$ cat config.mk
export PLATFORM = sky130hd
export DESIGN_NAME = nnct_out_queue_flat
export DESIGN_NICKNAME = d
export VERILOG_FILES = /design/src/nnct_pkg.sv /design/src/nnct_if.sv /design/src/nnct_out_queue.sv /design/src/flat_wrapper.sv
export VERILOG_INCLUDE_DIRS = /design/src /design/src/src
export SDC_FILE = /design/constraint.sdc
export NUM_CORES = 1
export LEC_CHECK = 0
export ABC_AREA = 1
export BUFFER_PORTS_ARGS = -buffer_cell sky130_fd_sc_hd__buf_2
export CORE_UTILIZATION = 46
export DETAILED_ROUTE_END_ITERATION = 10
export GPL_TIMING_DRIVEN = 0
export MAX_ROUTING_LAYER = met4
export PLACE_DENSITY_LB_ADDON = 0.2
export SLEW_MARGIN = 20
export SYNTH_ARGS = -nofsm -noshare
export SYNTH_HDL_FRONTEND = slang
export SYNTH_SLANG_ARGS = --single-unit
$ cat constraint.sdc
create_clock -name clk -period 4.6 [get_ports clk]
set_clock_uncertainty 0.1 [all_clocks]
set_input_delay 0.69 -clock clk [delete_from_list [all_inputs] [get_ports clk]]
set_output_delay 0.69 -clock clk [all_outputs]
set_load 0.1 [all_outputs]
$ cat src/assert_macros.svh
// ----------------------------------------------------------------------------
// assert_macros.svh
// Concurrent assertion helpers, compiled out under SYNTHESIS.
// ----------------------------------------------------------------------------
`ifndef ASSERT_MACROS_SVH
`define ASSERT_MACROS_SVH

`ifndef SYNTHESIS

// expr holds at every clock edge outside reset
`define ASSERT_ALWAYS(lbl, clk, rst, expr) \
  lbl: assert property (@(posedge clk) disable iff (rst) (expr)) \
    else $error("assertion failed");

// cons holds in the same cycle as ante
`define ASSERT_IMPL(lbl, clk, rst, ante, cons) \
  lbl: assert property (@(posedge clk) disable iff (rst) (ante) |-> (cons)) \
    else $error("assertion failed");

// cons holds in the cycle after ante
`define ASSERT_NEXT(lbl, clk, rst, ante, cons) \
  lbl: assert property (@(posedge clk) disable iff (rst) (ante) |=> (cons)) \
    else $error("assertion failed");

`else

`define ASSERT_ALWAYS(lbl, clk, rst, expr)
`define ASSERT_IMPL(lbl, clk, rst, ante, cons)
`define ASSERT_NEXT(lbl, clk, rst, ante, cons)

`endif

`endif

$ cat src/nnct_pkg.sv
// ----------------------------------------------------------------------------
// nnct_pkg
// Shared types and constants of the NHWC to NCHW corner turn.
// ----------------------------------------------------------------------------
`default_nettype none

package nnct_pkg;

  localparam int DATA_W     = 32;
  localparam int CHAN_CFG_W = 9;
  localparam int POS_CFG_W  = 5;
  localparam int APB_DATA_W = 32;
  localparam int PADDR_W    = 3;

  localparam logic [CHAN_CFG_W-1:0] CHAN_CFG_RESET = 9'd256;
  localparam logic [POS_CFG_W-1:0]  POS_CFG_RESET  = 5'd9;

  // register index, taken from paddr[2]
  typedef enum logic {
    REG_CHANNELS  = 1'b0,
    REG_POSITIONS = 1'b1
  } reg_idx_t;

  // per-item control from the address generator
  typedef struct packed {
    logic emit;       // a previous batch is stored, this item yields a result
    logic batch_end;  // this item closes the input batch
  } step_ctrl_t;

  // one result item as held in the output queue
  typedef struct packed {
    logic [DATA_W-1:0] word;
    logic              last;
  } out_entry_t;

endpackage

`default_nettype wire

$ cat src/nnct_if.sv
// ----------------------------------------------------------------------------
// nnct_if
// Valid/ready stream interfaces for input and result items.
// ----------------------------------------------------------------------------
`default_nettype none


interface nnct_out_if;
  logic        valid;
  logic        ready;
  logic [31:0] out_word;
  logic        last_of_batch;

  modport source (output valid, output out_word, output last_of_batch, input ready);
  modport sink   (input valid, input out_word, input last_of_batch, output ready);
endinterface

`default_nettype wire

$ cat src/nnct_out_queue.sv
// ----------------------------------------------------------------------------
// nnct_out_queue
// Three-entry result queue behind the RAM read port, with issue credit.
// ----------------------------------------------------------------------------
`default_nettype none
`include "assert_macros.svh"

module nnct_out_queue import nnct_pkg::*; (
  input  wire logic              clk,
  input  wire logic              rst,
  input  wire logic              issue,      // RAM read launched this cycle
  input  wire logic              issue_last,
  input  wire logic [DATA_W-1:0] rd_word,    // RAM data, valid in the cycle after issue
  output logic                   can_issue,
  nnct_out_if.source             outq
);

  localparam int QDEPTH = 3;
  localparam int QPW    = $clog2(QDEPTH);
  localparam int QCW    = $clog2(QDEPTH + 1);

  out_entry_t     entries [QDEPTH];
  logic [QPW-1:0] wr_ptr;
  logic [QPW-1:0] rd_ptr;
  logic [QCW-1:0] count;
  logic           pending;
  logic           pending_last;
  logic           push;
  logic           pop;

  assign push = pending;
  assign pop  = outq.valid && outq.ready;

  // a slot is reserved for every read still in flight
  assign can_issue = ({1'b0, count} + (QCW+1)'(pending)) < (QCW+1)'(QDEPTH);

  assign outq.valid         = count != '0;
  assign outq.out_word      = entries[rd_ptr].word;
  assign outq.last_of_batch = entries[rd_ptr].last;

  always_ff @(posedge clk) begin
    if (push) begin
      entries[wr_ptr] <= '{word: rd_word, last: pending_last};
    end
    if (issue) begin
      pending_last <= issue_last;
    end
  end

  always_ff @(posedge clk) begin
    if (rst) begin
      wr_ptr  <= '0;
      rd_ptr  <= '0;
      count   <= '0;
      pending <= 1'b0;
    end else begin
      pending <= issue;
      if (push) begin
        wr_ptr <= (wr_ptr == QPW'(QDEPTH - 1)) ? '0 : wr_ptr + QPW'(1);
      end
      if (pop) begin
        rd_ptr <= (rd_ptr == QPW'(QDEPTH - 1)) ? '0 : rd_ptr + QPW'(1);
      end
      case ({push, pop})
        2'b10:   count <= count + QCW'(1);
        2'b01:   count <= count - QCW'(1);
        default: count <= count;
      endcase
    end
  end

  `ASSERT_IMPL(a_issue_credit, clk, rst, issue, can_issue)
  `ASSERT_ALWAYS(a_no_overflow, clk, rst,
                 ({1'b0, count} + (QCW+1)'(pending)) <= (QCW+1)'(QDEPTH))
  `ASSERT_NEXT(a_push_visible, clk, rst, pending, count != '0)

endmodule

`default_nettype wire
$ cat src/flat_wrapper.sv
// flat-port wrapper written by rule: the top's interface ports become plain ports
module nnct_out_queue_flat import nnct_pkg::*;
  (clk, rst, issue, issue_last, rd_word, can_issue, outq_valid, outq_out_word, outq_last_of_batch, outq_ready);
  nnct_out_if outq_i ();
  input  wire logic clk;
  input  wire logic rst;
  input  wire logic issue;
  input  wire logic issue_last;
  input  wire logic [DATA_W-1:0] rd_word;
  output logic can_issue;
  output wire logic [$bits(outq_i.valid)-1:0] outq_valid;
  output wire logic [$bits(outq_i.out_word)-1:0] outq_out_word;
  output wire logic [$bits(outq_i.last_of_batch)-1:0] outq_last_of_batch;
  input wire logic [$bits(outq_i.ready)-1:0] outq_ready;
  assign outq_valid = outq_i.valid;
  assign outq_out_word = outq_i.out_word;
  assign outq_last_of_batch = outq_i.last_of_batch;
  assign outq_i.ready = outq_ready;
  nnct_out_queue u_core (.clk(clk), .rst(rst), .issue(issue), .issue_last(issue_last), .rd_word(rd_word), .can_issue(can_issue), .outq(outq_i));
endmodule
==> flow_summary.json <==
{
  "clk_latency_ns": 0.35,
  "power.density_mw_per_mm2": 503,
  "root_buffer": "clkbuf_8",
  "numCtsBuffers": 9,
  "ys_ff_latch": 109,
  "place.gp.congestion": 0.642,
  "cp_max_fo": 4,
  "syn_area_sq_mm": 0.00413,
  "startpoint_type": "flop",
  "grt_overflow": 0,
  "io_pins": 72,
  "hp-class": "flop to flop",
  "status": "finished clean",
  "cp_cell_sequence": "ha_1, ha_1, a21oi_1, buf_2",
  "max_freq_ghz": 0.394,
  "setup_violations": 0,
  "dp_hpwl_mm": 4.80,
  "syn-num-nets": 343,
  "dpl_worst_slack_ns": 2.43,
  "yosysWarningCount": 0,
  "period_needed_ns": 2.54,
  "core_area_sq_mm": 0.00872,
  "totalWireLength_mm": 7.49,
  "required_ns": 3.81,
  "ctsResizeCount": 0,
  "arrival_ns": 1.75,
  "antenna_cells": 0,
  "clock_path_buffers": 2,
  "io_buffer_count": 71,
  "ir_worst_vdd_uv": 265,
  "vias": 2509,
  "cts.sinks": 109,
  "slew_violations": 0,
  "fin_tns_setup_ns": 0,
  "synth_top_area_share_pct": 72.7,
  "rows": 34,
  "critPathTopFamily": "adder cells",
  "grt_usage_pct": 17.6,
  "grt_setup_unrepaired": "false",
  "drive_gt1_share_pct": 29.2,
  "wl_per_cell_um": 14.9,
  "hold_ws_ns": 0.379,
  "cp_slowest_cell": "buf_2",
  "grt_max_degree": 23,
  "setup_ws_ns": 2.06,
  "drv_cap": 0,
  "via_per_inst": 5.00,
  "seq_area_frac_synth_pct": 77.1,
  "grt_pass1_wl_mm": 12.0,
  "die_y_um": 96.8,
  "max_slew_margin_pct": 65.7,
  "yosys.cell_types.count": 18,
  "synth_cells": 303,
  "yosysTopAreaCell": "edfxtp_1",
  "crit_path_max_incr_delay_ns": 0.43,
  "hold_violations": 0,
  "die_w_um": 96.8,
  "crit_buf_inv": 1,
  "p_leak_nw": 1.88,
  "ctsHoldBuffers": 0,
  "post-route-period-util_pct": 55.2,
  "post_cts_buffers": 0,
  "die_area_sq_mm": 0.00936,
  "power_w": 0.00246,
  "clk_pin_slew_ns": 0.09,
  "syn_to_final_growth_pct": 18.4,
  "crit_path_frequent_cell": "ha_1",
  "drt_first_pass_iters": 4,
  "syn_area_per_cell_sq_um": 13.6,
  "antenna_found_initial": 0,
  "layout_commonest_cell": "edfxtp_1",
  "critPathCaptureType": "primary output",
  "drc": 0,
  "worstMarginPinSlew_ns": 0.518,
  "initial_core_util_pct": 47.4,
  "final_cell_mix": "edfxtp_1, buf_2, a21oi_1, nor2_1, nand2_1",
  "final_nets": 431,
  "grt_pass1_vias": 2491,
  "synth_area_leaders": "edfxtp_1, a21oi_1, dfxtp_1",
  "htreeDepth": 3,
  "cts_tree": "yes",
  "timing_worst_setup_path_type": "flop to primary output",
  "antenna_left": 0,
  "drt_iter0_drc": 137
}
==> power by group <==
| group | internal, W | switching, W |
|---|---|---|
| combinational | 0.000137 | 0.000652 |
| sequential | 0.00111 | 0.0000117 |
| clock | 0.000247 | 0.000296 |
==> registers in the layout (all words and copies together) (netlist names), named ones only <==
| signal | count |
|---|---|
| u_core.entries | 99 |
| u_core.count | 2 |
| u_core.rd_ptr | 2 |
| u_core.wr_ptr | 2 |
| u_core.pending | 1 |
| u_core.pending_last | 1 |
==> per-stage QoR <==
step	instance area, sq um	std cells	util [%]
floorplan	4130	303	-
global placement	4620	482	53.0
detailed placement	4700	488	53.9
CTS	4890	502	56.1
global route	4890	502	56.1
finish	4890	502	56.1
==> layer usage <==
layer  vias to the layer above  global-route usage (%)  share of wire [%]
li1                       1250                       -                  -
met1                      1186                    20.9                 43
met2                        66                    28.9                 51
met3                         7                    3.11                5.3
met4                         0                    8.84                1.2
met5                         -                       -                  0
==> tightest hold or removal path, cell delays in order (launching register included) <==
cell and delay (ns):
dfxtp_1 0.32, nand2_1 0.06, a21oi_1 0.06
==> Yosys cell counts <==
cell and count:
nor3_1 1, nor2_1 44, inv_4 1, nand2_1 39, inv_1 12, nand4_1 1
ha_1 3, o21ai_0 3, a21oi_2 2, buf_6 6, a21oi_1 68, dfxtp_1 9
inv_2 1, edfxtp_1 100, buf_4 8, nand2_2 2, clkinv_4 1, nand3_1 2
==> final timing paths <==
path                     from                     to  slack (ns)  depth (start not counted)
max            u_core.pending              can_issue        2.06                          4
min          u_core.wr_ptr[1]       u_core.wr_ptr[1]        0.38                          2
max reg2reg    u_core.pending  u_core.entries[2][14]        2.98                          4
min reg2reg  u_core.wr_ptr[1]       u_core.wr_ptr[1]        0.38                          2
==> kinds of logic (layout without fill, tap and decap cells) <==
kind of cell | after synthesis | after routing | synth area share [%]
compound gates | 73 | 73 | 9.03
flops | 109 | 109 | 77.1
buf+inv | 29 | 120 | 4.63
simple gates | 89 | 89 | 8.36
fa+ha+maj | 3 | 3 | 0.909
==> final cells by class <==
| class | count | area, sq um |
|---|---|---|
| Fill cell | 746 | 3830 |
| Inverter | 15 | 63.8 |
| Clock buffer | 9 | 124 |
| Tap cell | 108 | 135 |
| Clock inverter | 5 | 61.3 |
| Buffer | 14 | 128 |
| Timing Repair Buffer | 77 | 433 |
| Sequential cell | 109 | 3180 |
| Multi-Input combinational cell | 165 | 761 |
(Power assumes the default switching activity.)
