**config.mk**
```make
export PLATFORM = sky130hd
export DESIGN_NAME = nnct_addr_gen
export DESIGN_NICKNAME = d
export VERILOG_FILES = /design/src/nnct_pkg.sv /design/src/nnct_addr_gen.sv
export VERILOG_INCLUDE_DIRS = /design/src /design/src/src
export SDC_FILE = /design/constraint.sdc
export NUM_CORES = 1
export LEC_CHECK = 0
export BUFFER_PORTS_ARGS = -buffer_cell sky130_fd_sc_hd__buf_4
export CORE_ASPECT_RATIO = 0.8
export CORE_UTILIZATION = 40
export CTS_CLUSTER_DIAMETER = 120
export DETAILED_ROUTE_END_ITERATION = 7
export GPL_ROUTABILITY_DRIVEN = 0
export SLEW_MARGIN = 20
export SYNTH_ARGS = -nofsm -noshare
export SYNTH_HDL_FRONTEND = slang
export SYNTH_SLANG_ARGS = --single-unit
```
**constraint.sdc**
```tcl
create_clock -name clk -period 3.27 [get_ports clk]
set_clock_uncertainty 0.1 [all_clocks]
set_input_delay 0.327 -clock clk [delete_from_list [all_inputs] [get_ports clk]]
set_output_delay 0.327 -clock clk [all_outputs]
set_load 0.02 [all_outputs]
```
**src/assert_macros.svh**
```systemverilog
// ----------------------------------------------------------------------------
// assert_macros.svh
// Concurrent assertion helpers, compiled out under SYNTHESIS.
// ----------------------------------------------------------------------------
`ifndef ASSERT_MACROS_SVH
`define ASSERT_MACROS_SVH

`ifndef SYNTHESIS

// expr holds at every clock edge outside reset
`define ASSERT_ALWAYS(lbl, clk, rst, expr) \
  lbl: assert property (@(posedge clk) disable iff (rst) (expr)) \
    else $error("assertion failed");

// cons holds in the same cycle as ante
`define ASSERT_IMPL(lbl, clk, rst, ante, cons) \
  lbl: assert property (@(posedge clk) disable iff (rst) (ante) |-> (cons)) \
    else $error("assertion failed");

// cons holds in the cycle after ante
`define ASSERT_NEXT(lbl, clk, rst, ante, cons) \
  lbl: assert property (@(posedge clk) disable iff (rst) (ante) |=> (cons)) \
    else $error("assertion failed");

`else

`define ASSERT_ALWAYS(lbl, clk, rst, expr)
`define ASSERT_IMPL(lbl, clk, rst, ante, cons)
`define ASSERT_NEXT(lbl, clk, rst, ante, cons)

`endif

`endif

```
**src/nnct_pkg.sv**
```systemverilog
// ----------------------------------------------------------------------------
// nnct_pkg
// Shared types and constants of the NHWC to NCHW corner turn.
// ----------------------------------------------------------------------------
`default_nettype none

package nnct_pkg;

  localparam int DATA_W     = 32;
  localparam int CHAN_CFG_W = 9;
  localparam int POS_CFG_W  = 5;
  localparam int APB_DATA_W = 32;
  localparam int PADDR_W    = 3;

  localparam logic [CHAN_CFG_W-1:0] CHAN_CFG_RESET = 9'd256;
  localparam logic [POS_CFG_W-1:0]  POS_CFG_RESET  = 5'd9;

  // register index, taken from paddr[2]
  typedef enum logic {
    REG_CHANNELS  = 1'b0,
    REG_POSITIONS = 1'b1
  } reg_idx_t;

  // per-item control from the address generator
  typedef struct packed {
    logic emit;       // a previous batch is stored, this item yields a result
    logic batch_end;  // this item closes the input batch
  } step_ctrl_t;

  // one result item as held in the output queue
  typedef struct packed {
    logic [DATA_W-1:0] word;
    logic              last;
  } out_entry_t;

endpackage

`default_nettype wire

```
**src/nnct_addr_gen.sv**
```systemverilog
// ----------------------------------------------------------------------------
// nnct_addr_gen
// Channel/position counters, strided write address and linear read address.
// ----------------------------------------------------------------------------
`default_nettype none
`include "assert_macros.svh"

module nnct_addr_gen import nnct_pkg::*; #(
  parameter  int MAX_CHANNELS  = 256,
  parameter  int MAX_POSITIONS = 16,
  localparam int BANK_WORDS    = MAX_CHANNELS * MAX_POSITIONS,
  localparam int MW            = $clog2(2 * BANK_WORDS)
) (
  input  wire logic                  clk,
  input  wire logic                  rst,
  input  wire logic [CHAN_CFG_W-1:0] chan_cfg,
  input  wire logic [POS_CFG_W-1:0]  pos_cfg,
  input  wire logic                  advance,
  output step_ctrl_t                 ctrl,
  output logic      [MW-1:0]         wr_mem_addr,
  output logic      [MW-1:0]         rd_mem_addr
);

  localparam int AW  = (BANK_WORDS > 1) ? $clog2(BANK_WORDS) : 1;
  localparam int CW  = (MAX_CHANNELS > 1) ? $clog2(MAX_CHANNELS) : 1;
  localparam int PW  = (MAX_POSITIONS > 1) ? $clog2(MAX_POSITIONS) : 1;
  localparam int CXW = (CW + 1 > CHAN_CFG_W) ? CW + 1 : CHAN_CFG_W;
  localparam int PXW = (PW + 1 > POS_CFG_W) ? PW + 1 : POS_CFG_W;

  logic          write_bank;
  logic [CW-1:0] channel_count;
  logic [PW-1:0] position_count;
  logic [AW-1:0] write_address;
  logic [AW-1:0] read_address;
  logic          prev_ready;

  logic [CXW-1:0] chan_ext;
  logic [PXW-1:0] pos_ext;
  logic [CW-1:0]  chan_last;
  logic [PW-1:0]  pos_last;
  logic [PW:0]    pos_size;
  logic           channel_wrap;
  logic           batch_end;
  logic [AW:0]    wa_sum;
  logic [AW-1:0]  wa_stride;
  logic [AW-1:0]  ra_inc;

  // clamp sizes: zero counts as one, above max saturates
  assign chan_ext = CXW'(chan_cfg);
  assign pos_ext  = PXW'(pos_cfg);

  always_comb begin
    if (chan_ext == '0) begin
      chan_last = '0;
    end else if (chan_ext > CXW'(MAX_CHANNELS)) begin
      chan_last = CW'(MAX_CHANNELS - 1);
    end else begin
      chan_last = CW'(chan_ext - CXW'(1));
    end
    if (pos_ext == '0) begin
      pos_last = '0;
    end else if (pos_ext > PXW'(MAX_POSITIONS)) begin
      pos_last = PW'(MAX_POSITIONS - 1);
    end else begin
      pos_last = PW'(pos_ext - PXW'(1));
    end
  end

  assign pos_size     = {1'b0, pos_last} + (PW+1)'(1);
  assign channel_wrap = channel_count >= chan_last;
  assign batch_end    = channel_wrap && (position_count >= pos_last);

  // next channel: step by the position count, wrap modulo bank size
  assign wa_sum    = {1'b0, write_address} + (AW+1)'(pos_size);
  assign wa_stride = (wa_sum >= (AW+1)'(BANK_WORDS)) ?
                     AW'(wa_sum - (AW+1)'(BANK_WORDS)) : AW'(wa_sum);
  assign ra_inc    = (read_address == AW'(BANK_WORDS - 1)) ?
                     '0 : read_address + AW'(1);

  assign ctrl.emit      = prev_ready;
  assign ctrl.batch_end = batch_end;

  // bank select offsets the flat RAM address
  assign wr_mem_addr = write_bank ? MW'(write_address) + MW'(BANK_WORDS)
                                  : MW'(write_address);
  assign rd_mem_addr = write_bank ? MW'(read_address)
                                  : MW'(read_address) + MW'(BANK_WORDS);

  always_ff @(posedge clk) begin
    if (rst) begin
      write_bank     <= 1'b0;
      channel_count  <= '0;
      position_count <= '0;
      write_address  <= '0;
      read_address   <= '0;
      prev_ready     <= 1'b0;
    end else if (advance) begin
      if (batch_end) begin
        channel_count  <= '0;
        position_count <= '0;
        write_address  <= '0;
        read_address   <= '0;
        write_bank     <= ~write_bank;
        prev_ready     <= 1'b1;
      end else begin
        read_address <= ra_inc;
        if (channel_wrap) begin
          channel_count  <= '0;
          position_count <= position_count + PW'(1);
          write_address  <= AW'(position_count + PW'(1));
        end else begin
          channel_count <= channel_count + CW'(1);
          write_address <= wa_stride;
        end
      end
    end
  end

  `ASSERT_ALWAYS(a_wa_range, clk, rst, {1'b0, write_address} < (AW+1)'(BANK_WORDS))
  `ASSERT_NEXT(a_bank_swap, clk, rst, advance && batch_end, write_bank != $past(write_bank))
  `ASSERT_NEXT(a_ready_sticks, clk, rst, prev_ready, prev_ready)
  `ASSERT_NEXT(a_batch_restart, clk, rst, advance && batch_end,
               channel_count == '0 && position_count == '0 && read_address == '0)

endmodule

`default_nettype wire

```
==> impl_metrics.ini, run 1 <==
[detailed_routing]
drc = 0
vias_per_cell = 5.065
ant_nets = 0
first_pass_iters = 6
drtIter0Drc = 75
vias = 2249
wl_um = 5351
wire_per_inst_um = 12.05

[cts]
clkLatencyLatePin_ns = 0.29
cts-htree-levels = 2
cts-root-buf = clkbuf_8
cts_tree = yes
cts_buffers = 5
clkTransAtPathRegs_ns = 0.08
cts_buffer_depth = 2
clock_sinks = 38

[final_layout]
layout_commonest_cell = buf_4
area_growth_pct = 21.58
drive_above_1_share_pct = 21.49
most-common-layout-cells = 51 x buf_4, 41 x nor2_1, 38 x dfxtp_1
fin_area_um2 = 3094
antennaDiodeCount = 0
fin_nets = 401

[die]
ios = 45
die_width_um = 91.18
dieArea_um2 = 6688
start_util_pct = 42.16
chipHeight_um = 73.35
rows = 25
core_um2 = 6037

[critical_path]
cp-start-kind = input port
crit_path_max_fanout = 6
cp.required_ns = 2.84
cp-end-kind = output pin
worstPathArrival_ns = 2.68
worstSetupPathType = input port to output pin

[outcome]
status = finished, final reports clean

[timing]
setup_slack_ns = 0.1655
setup_viol_count_final = 0
layout_min_cycle_time_ns = 3.104
maxSlewViolCount = 0
slew_headroom_pct = 63.42
fmax_mhz = 322.1
worstMarginPinSlew_ns = 0.5486
tns_ns = 0
timing_hold_violations_final = 0
fin_crit_sh_pct = 94.94

[placed_design]
port_buffers = 44
dpl_cell_area_um2 = 2937
pre_cts_ws_ns = 0.02488
hpwlAfterDp_um = 4075

[power]
power_leakage_nw = 1.342
p_per_area_nw_per_um2 = 330.4
peakVddDrop_uv = 138.9
p_total_w = 0.001022

[yosys]
synth_seq_area_share_pct = 29.89
synth_edf_count = 0
ys_warn_count = 0
synthFlopType = dfxtp_1
ys_seq_elements = 38
ys_async_sr_fraction_pct = 0
netlist_instances = 315
synth_area_um2 = 2545
syn_area_per_cell_um2 = 8.079
synth.distinct_cells = 56
syn_nets = 354

[grt]
grt_pass1_vias = 1861
grt_overflow = 0
antenna_found_initial = 0
track_usage_pct = 16.66
grt_max_degree = 25
grt_pass1_wl_um = 9045

[run]
drv_cap = 0

[hold_path]
hold_class = input port to flip-flop
==> layout make-up <==
| class | count | area (µm²) |
|---|---|---|
| fill | 602 | 2943 |
| multi-input combinational | 245 | 1675 |
| sequential | 38 | 760.7 |
| timing repair buffer | 51 | 382.9 |
| tap | 81 | 101.3 |
| clock buffer | 6 | 82.58 |
| inverter | 21 | 78.83 |
| clock inverter | 2 | 12.51 |
==> routing by layer <==
metal	routed length (µm)	vias up	track usage (%)	part of all wire, %
li1	-	1198	-	-
met1	2995	1011	26.07	56
met2	2118	34	22.81	40
met3	206	6	3.830	3.8
met4	31	0	3.175	0.58
met5	0	-	0	0
==> Yosys cell counts, types with 3 or more instances <==
cell type  instances  share of area [%]
buf_4              3               0.88
nor3_1            11                2.2
o21ai_0           12                2.4
nand2b_1           5                1.2
and3_1             4               0.98
nor2b_1            4               0.98
nand2_1           29                4.3
ha_1              21                 10
xor2_1            17                5.9
a21o_1             7                2.1
nand4_1           10                2.5
clkbuf_1           4               0.59
nand3_1           11                2.2
dfxtp_1           38                 30
xnor2_1            7                2.4
nor3b_1            4                1.2
a211oi_1           6                1.8
nor2_1            41                6.0
a21oi_1           20                3.9
inv_1             19                2.8
==> sequential cells by signal (all words and copies together) (netlist names) <==
register,count
write_address,12
read_address,12
prev_ready,1
write_bank,1
channel_count,8
position_count,4
==> per-stage QoR <==
stage | utilization, % | hold slack (ns) | instances
finish | 51.25 | 0.2919 | 444
CTS | 50.22 | 0.2872 | 440
global route | 51.25 | 0.3072 | 444
floorplan | - | 0.3416 | 315
detailed placement | 48.64 | 0.3659 | 432
global placement | 48.64 | 0.3616 | 432
==> worst max-delay path, stage by stage <==
cell,delay [ns]
buf_4,0.13
inv_1,0.05
ha_2,0.19
nand3b_1,0.20
nor3_4,0.27
buf_4,0.17
a21oi_1,0.04
a21oi_1,0.12
ha_1,0.25
a21o_1,0.19
a221oi_4,0.31
o21ai_4,0.13
nand2_2,0.10
inv_2,0.05
buf_4,0.15
==> where the power goes <==
group          total [W]  internal (W)  switching [W]
Combinational   0.000190     0.0000830       0.000107
Clock           0.000345      0.000170       0.000175
Sequential      0.000488      0.000474      0.0000137
Total            0.00102      0.000727       0.000296
==> logic make-up after synthesis <==
kind of cell	count (synthesis)	synth area share [%]
simple gates	131	25.57
flops	38	29.89
fa+ha+maj	22	11.11
xor+xnor	24	8.260
buf+inv	32	5.555
compound gates	67	19.22
mux	1	0.3933
==> repair_timing <==
item | 4_1_cts | 5_1_grt
setup buffers | 0 | 4
hold buffers | 0 | 0
endpoints found under the hold margin | 0 | 0
setup endpoints to repair | 0 | 15
gates resized for setup | 0 | 6
==> final timing paths <==
kind | start | cells past startpoint | to | slack (ns)
min reg2reg | prev_ready | 2 | prev_ready | 0.38
max reg2reg | channel_count[0] | 9 | write_address[11] | 1.03
max | chan_cfg[0] | 15 | ctrl[0] | 0.17
min | rst | 2 | prev_ready | 0.29
(Power assumes the default switching activity.)
==> run 2, diff against run 1 <==
--- a/config.mk
+++ b/config.mk
@@ -6,12 +6,13 @@
 export SDC_FILE = /design/constraint.sdc
 export NUM_CORES = 1
 export LEC_CHECK = 0
-export BUFFER_PORTS_ARGS = -buffer_cell sky130_fd_sc_hd__buf_4
+export BUFFER_PORTS_ARGS = -buffer_cell sky130_fd_sc_hd__buf_2
 export CORE_ASPECT_RATIO = 0.8
 export CORE_UTILIZATION = 40
 export CTS_CLUSTER_DIAMETER = 120
 export DETAILED_ROUTE_END_ITERATION = 7
 export GPL_ROUTABILITY_DRIVEN = 0
+export PLACE_DENSITY_LB_ADDON = 0.08
 export SLEW_MARGIN = 20
 export SYNTH_ARGS = -nofsm -noshare
 export SYNTH_HDL_FRONTEND = slang
==> run 2 against run 1 <==
Clock power grew 15%. Clock-buffer cell count grew 1. Sequential share of layout area grew 0.71 points. Global-route usage grew 0.80 points. Largest cell class unchanged. Largest power group unchanged. Highest routed layer unchanged.
==> impl_metrics.ini, run 2 (synthesized netlist as in run 1, its figures left out) <==
[grt]
grt_overflow = 0
antenna_found_initial = 0
track_usage_pct = 17.46
grt_max_degree = 25
grt_pass1_wl_um = 9259
grt_pass1_vias = 2005

[timing]
setup_viol_count_final = 0
slew_headroom_pct = 67.00
hold-worst-slack_ns = 0.3608
fin_crit_sh_pct = 95.66
setup_slack_ns = 0.1421
worstMarginPinSlew_ns = 0.4950
fmax_mhz = 319.7
layout_min_cycle_time_ns = 3.128
timing_hold_violations_final = 0
maxSlewViolCount = 0

[final_layout]
area_growth_pct = 18.19
layout_commonest_cell = buf_2
most-common-layout-cells = 44 x buf_2, 41 x nor2_1, 38 x dfxtp_1
drive_above_1_share_pct = 20.60
fin_nets = 402
largestRegisters = read_address: 12 flops, write_address: 12 flops, channel_count: 8 flops
multi_input_area_um2 = 1668
fin_area_um2 = 3008
antennaDiodeCount = 0
nFillCells = 596
register_area_um2 = 760.7
final_util_pct = 49.82
instances_no_fill = 445

[critical_path]
crit_path_max_fanout = 5
worstPathArrival_ns = 2.70
cp-start-kind = input port
cp.required_ns = 2.84
worstSetupPathType = input port to output pin
cp-end-kind = output pin

[placed_design]
hpwlAfterDp_um = 4188
pre_cts_ws_ns = 0.03207
dpl_cell_area_um2 = 2854
placedCellCount = 434
port_buffers = 44

[outcome]
status = finished, final reports clean

[power]
pwr-share-clk_pct = 37.2
combinationalPowerShare_pct = 17.3
p_sw_w = 0.0002930
p_per_area_nw_per_um2 = 356.0
seq_power_share_pct = 45.6
p_int_w = 0.0007778
power_leakage_nw = 1.338
sw_frac_of_total_pct = 27.37
peakVddDrop_uv = 209.5

[detailed_routing]
wl_um = 5631
vias_per_cell = 5.085
drc = 0
first_pass_iters = 4
wire_per_inst_um = 12.65
ant_nets = 0
drtIter0Drc = 56
vias = 2263

[run]
drv_cap = 0

[hold_path]
hold_class = input port to flip-flop

[cts]
clock_sinks = 38
clkTransAtPathRegs_ns = 0.08
cts_tree = yes
cts_buffers = 5
cts-root-buf = clkbuf_8
cts_buffer_depth = 2
clkLatencyLatePin_ns = 0.29
cts-htree-levels = 2
cts_hold_buf = 0

[die]
die_width_um = 91.18
start_util_pct = 42.16
core_um2 = 6037
rows = 25
ios = 45
chipHeight_um = 73.35
dieArea_um2 = 6688
run 2: cell count changes in the layout (fill, tap and decap cells not counted), sizes merged:
cell and delta:
bufinv +1, clkinv -1, clkinvlp -1, buf +1, clkbuf +1
run 2: final timing paths:
path                          from               end  slack, ns  depth (start not counted)
hold reg to reg         prev_ready        prev_ready       0.37                          2
hold / removal                 rst  channel_count[0]       0.36                          2
setup / recovery       chan_cfg[0]           ctrl[0]       0.14                         15
setup reg to reg  channel_count[0]  write_address[0]       0.99                          9
run 2: power by group through the flow:
stage	sequential [W]	clock [W]	combinational [W]
6_report	0.000488	0.000398	0.000185
5_1_grt	0.000490	0.000433	0.000208
4_1_cts	0.000488	0.000410	0.000185
3_5_place_dp	0.000498	0	0.000183
3_3_place_gp	0.000499	0	0.000182
2_1_floorplan	0.000507	0	0.000117
run 2: timing repair:
action,in CTS,in global routing
resized for setup,0,4
buffers inserted,0,3
endpoints found under the setup margin,0,1
run 2: metal layers:
metal	GRT usage (%)	wire (µm)	vias to the layer above	share of wire, %
li1	-	-	1206	-
met1	24.40	3032	1015	54
met2	25.93	2323	35	41
met3	4.244	201	7	3.6
met4	6.878	74	0	1.3
met5	0	0	-	0
run 2: stage by stage:
stage | power, W | TNS, ns
6_report | 0.001071 | 0
5_1_grt | 0.001130 | -0.009865
4_1_cts | 0.001083 | 0
3_5_place_dp | 0.0006819 | 0
3_3_place_gp | 0.0006804 | 0
2_1_floorplan | 0.0006241 | 0
run 2: area by class of cell:
type | instances | share of cell area (%)
sequential | 38 | 25.29
clock buffer | 7 | 2.537
multi-input combinational | 245 | 55.45
tap | 81 | 3.369
timing repair buffer | 52 | 9.734
clock inverter | 1 | 0.9983
inverter | 21 | 2.621
run 2: critical path, stage by stage:
cell	delay, ns
buf_2	0.12
inv_1	0.06
ha_2	0.20
nand3b_1	0.19
buf_4	0.20
nor3b_1	0.17
a21oi_1	0.06
o32ai_1	0.13
ha_1	0.31
and2_4	0.20
a221oi_4	0.29
o21ai_4	0.13
nand2_1	0.12
inv_2	0.05
buf_2	0.15
==> run 3, diff against run 2 <==
--- a/config.mk
+++ b/config.mk
@@ -8,11 +8,12 @@
 export LEC_CHECK = 0
 export BUFFER_PORTS_ARGS = -buffer_cell sky130_fd_sc_hd__buf_2
 export CORE_ASPECT_RATIO = 0.8
+export CORE_MARGIN = 2
 export CORE_UTILIZATION = 40
 export CTS_CLUSTER_DIAMETER = 120
 export DETAILED_ROUTE_END_ITERATION = 7
 export GPL_ROUTABILITY_DRIVEN = 0
-export PLACE_DENSITY_LB_ADDON = 0.08
+export PLACE_DENSITY = 0.58
 export SLEW_MARGIN = 20
 export SYNTH_ARGS = -nofsm -noshare
 export SYNTH_HDL_FRONTEND = slang
==> run 3 against run 2 <==
Sequential power barely moved. Cell area fell by 2.1%. Register-to-register slack about the same. Die area rose by 5.0%. Clock power shrank 24%. Hold slack improved by 0.0046 ns. Via count fell by 0.31%. Sequential cell count did not move. Largest cell class unchanged. Worst setup slack improved by 0.079 ns. Clock-buffer cell count fell by 2. Wire length fell by 3.3%.
==> impl_metrics.ini, run 3 (synthesized netlist as in run 1, its figures left out) <==
[critical_path]
cpPeakStageDelay_ns = 0.32
crit_path_max_fanout = 4
worstSetupPathType = input port to output pin
cp-start-kind = input port
crit_chain = buf_2 -> inv_1 -> ha_1 -> nand3b_1 -> buf_4 -> nor3b_1 -> o32ai_1 -> ha_1 -> and2_4 -> a221oi_4 -> o21ai_4 -> nand2_1 -> inv_2 -> buf_2
crit_buf_inv = 5
cp.required_ns = 2.84
slowest_stage = ha_1
cp-end-kind = output pin
worstPathArrival_ns = 2.62
cp_top_family = compound AO/OA/AOI/OAI gates

[hold_path]
hold_class = input port to flip-flop

[detailed_routing]
wirelength_met1_um = 2935
wl_met2_um = 2258
top_layer = met4
route.met3.wl_um = 219
first_pass_iters = 4
vias = 2256
drtIter0Drc = 90
ant_nets = 0
wl_um = 5444
drc = 0
wire_per_inst_um = 12.32
vias_per_cell = 5.104

[final_layout]
multi_input_area_um2 = 1659
fin_area_um2 = 2944
fin_nets = 400
layout_commonest_cell = buf_2
drive_above_1_share_pct = 20.22
nFillCells = 603
register_area_um2 = 760.7
area_growth_pct = 15.68
largestRegisters = read_address: 12 flops, write_address: 12 flops, channel_count: 8 flops
antennaDiodeCount = 0
most-common-layout-cells = 44 x buf_2, 41 x nor2_1, 38 x dfxtp_1

[grt]
grt_overflow = 0
grt_pass1_wl_um = 9370
antenna_found_initial = 0
track_usage_pct = 16.61
grt_pass1_vias = 2064
grt_max_degree = 25

[run]
drv_cap = 0

[timing]
slew_headroom_pct = 62.90
tns_ns = 0
timing_hold_violations_final = 0
worstMarginPinSlew_ns = 0.5566
setup_viol_count_final = 0
rsz0062_at_grt = false
layout_min_cycle_time_ns = 3.049
fin_crit_sh_pct = 93.25
maxSlewViolCount = 0
fmax_mhz = 328.0

[cts]
clkLatencyLatePin_ns = 0.29
clkTransAtPathRegs_ns = 0.07
clock_sinks = 38
cts_buffer_depth = 2
cts_buffers = 5
cts-root-buf = clkbuf_8
cts_tree = yes
cts-htree-levels = 2

[placed_design]
dpl_cell_area_um2 = 2826
hpwlAfterDp_um = 4204
port_buffers = 44

[die]
start_util_pct = 42.16
ios = 45
dieArea_um2 = 7021
die_width_um = 93.18
core_um2 = 6037
chipHeight_um = 75.35
rows = 25

[outcome]
status = finished, final reports clean

[power]
power_leakage_nw = 1.312
peakVddDrop_uv = 168.5
p_per_area_nw_per_um2 = 328.7
## run 3: repair_timing
| item | in CTS | in global routing |
|---|---|---|
| endpoints found under the setup margin | 0 | 1 |
| hold buffers | 0 | 0 |
| buffers inserted | 0 | 3 |
| gates resized for setup | 0 | 2 |
## run 3: report_power, final
group	switching, W	total (W)	internal, W
clock	0.000159	0.000302	0.000143
combinational	0.000106	0.000178	0.0000720
sequential	0.0000131	0.000487	0.000474
total	0.000279	0.000968	0.000689
## run 3: path summary, 6_finish.rpt
kind               startpoint                to  slack [ns]  cells past startpoint
min reg2reg        prev_ready        prev_ready        0.38                      2
min                       rst        prev_ready        0.37                      2
max reg2reg  channel_count[0]  channel_count[3]        0.99                      9
max               chan_cfg[0]           ctrl[0]        0.22                     14
## run 3: through the flow
step | total power, W | cells | hold slack (ns) | worst slack [ns] | utilization [%]
2_1_floorplan | 0.0006241 | 315 | 0.3416 | 0.3545 | -
3_3_place_gp | 0.0006760 | 432 | 0.3533 | 0.2098 | 46.82
5_1_grt | 0.001026 | 442 | 0.3926 | 0.04311 | 48.77
4_1_cts | 0.0009795 | 439 | 0.3664 | 0.1334 | 48.12
3_5_place_dp | 0.0006763 | 432 | 0.3625 | 0.07110 | 46.82
6_report | 0.0009678 | 442 | 0.3654 | 0.2209 | 48.77
## run 3: metal layers
metal  up-vias  GRT usage, %
met4         0         3.431
met1      1018         24.25
met5         -             0
met2        42         25.44
li1       1191             -
met3         5         3.759
## run 3: layout make-up
| class | instances | area share [%] |
|---|---|---|
| inverter | 21 | 2.677 |
| clock inverter | 2 | 0.3400 |
| tap | 81 | 3.442 |
| sequential | 38 | 25.84 |
| multi-input combinational | 245 | 56.35 |
| clock buffer | 5 | 2.337 |
| timing repair buffer | 50 | 9.010 |
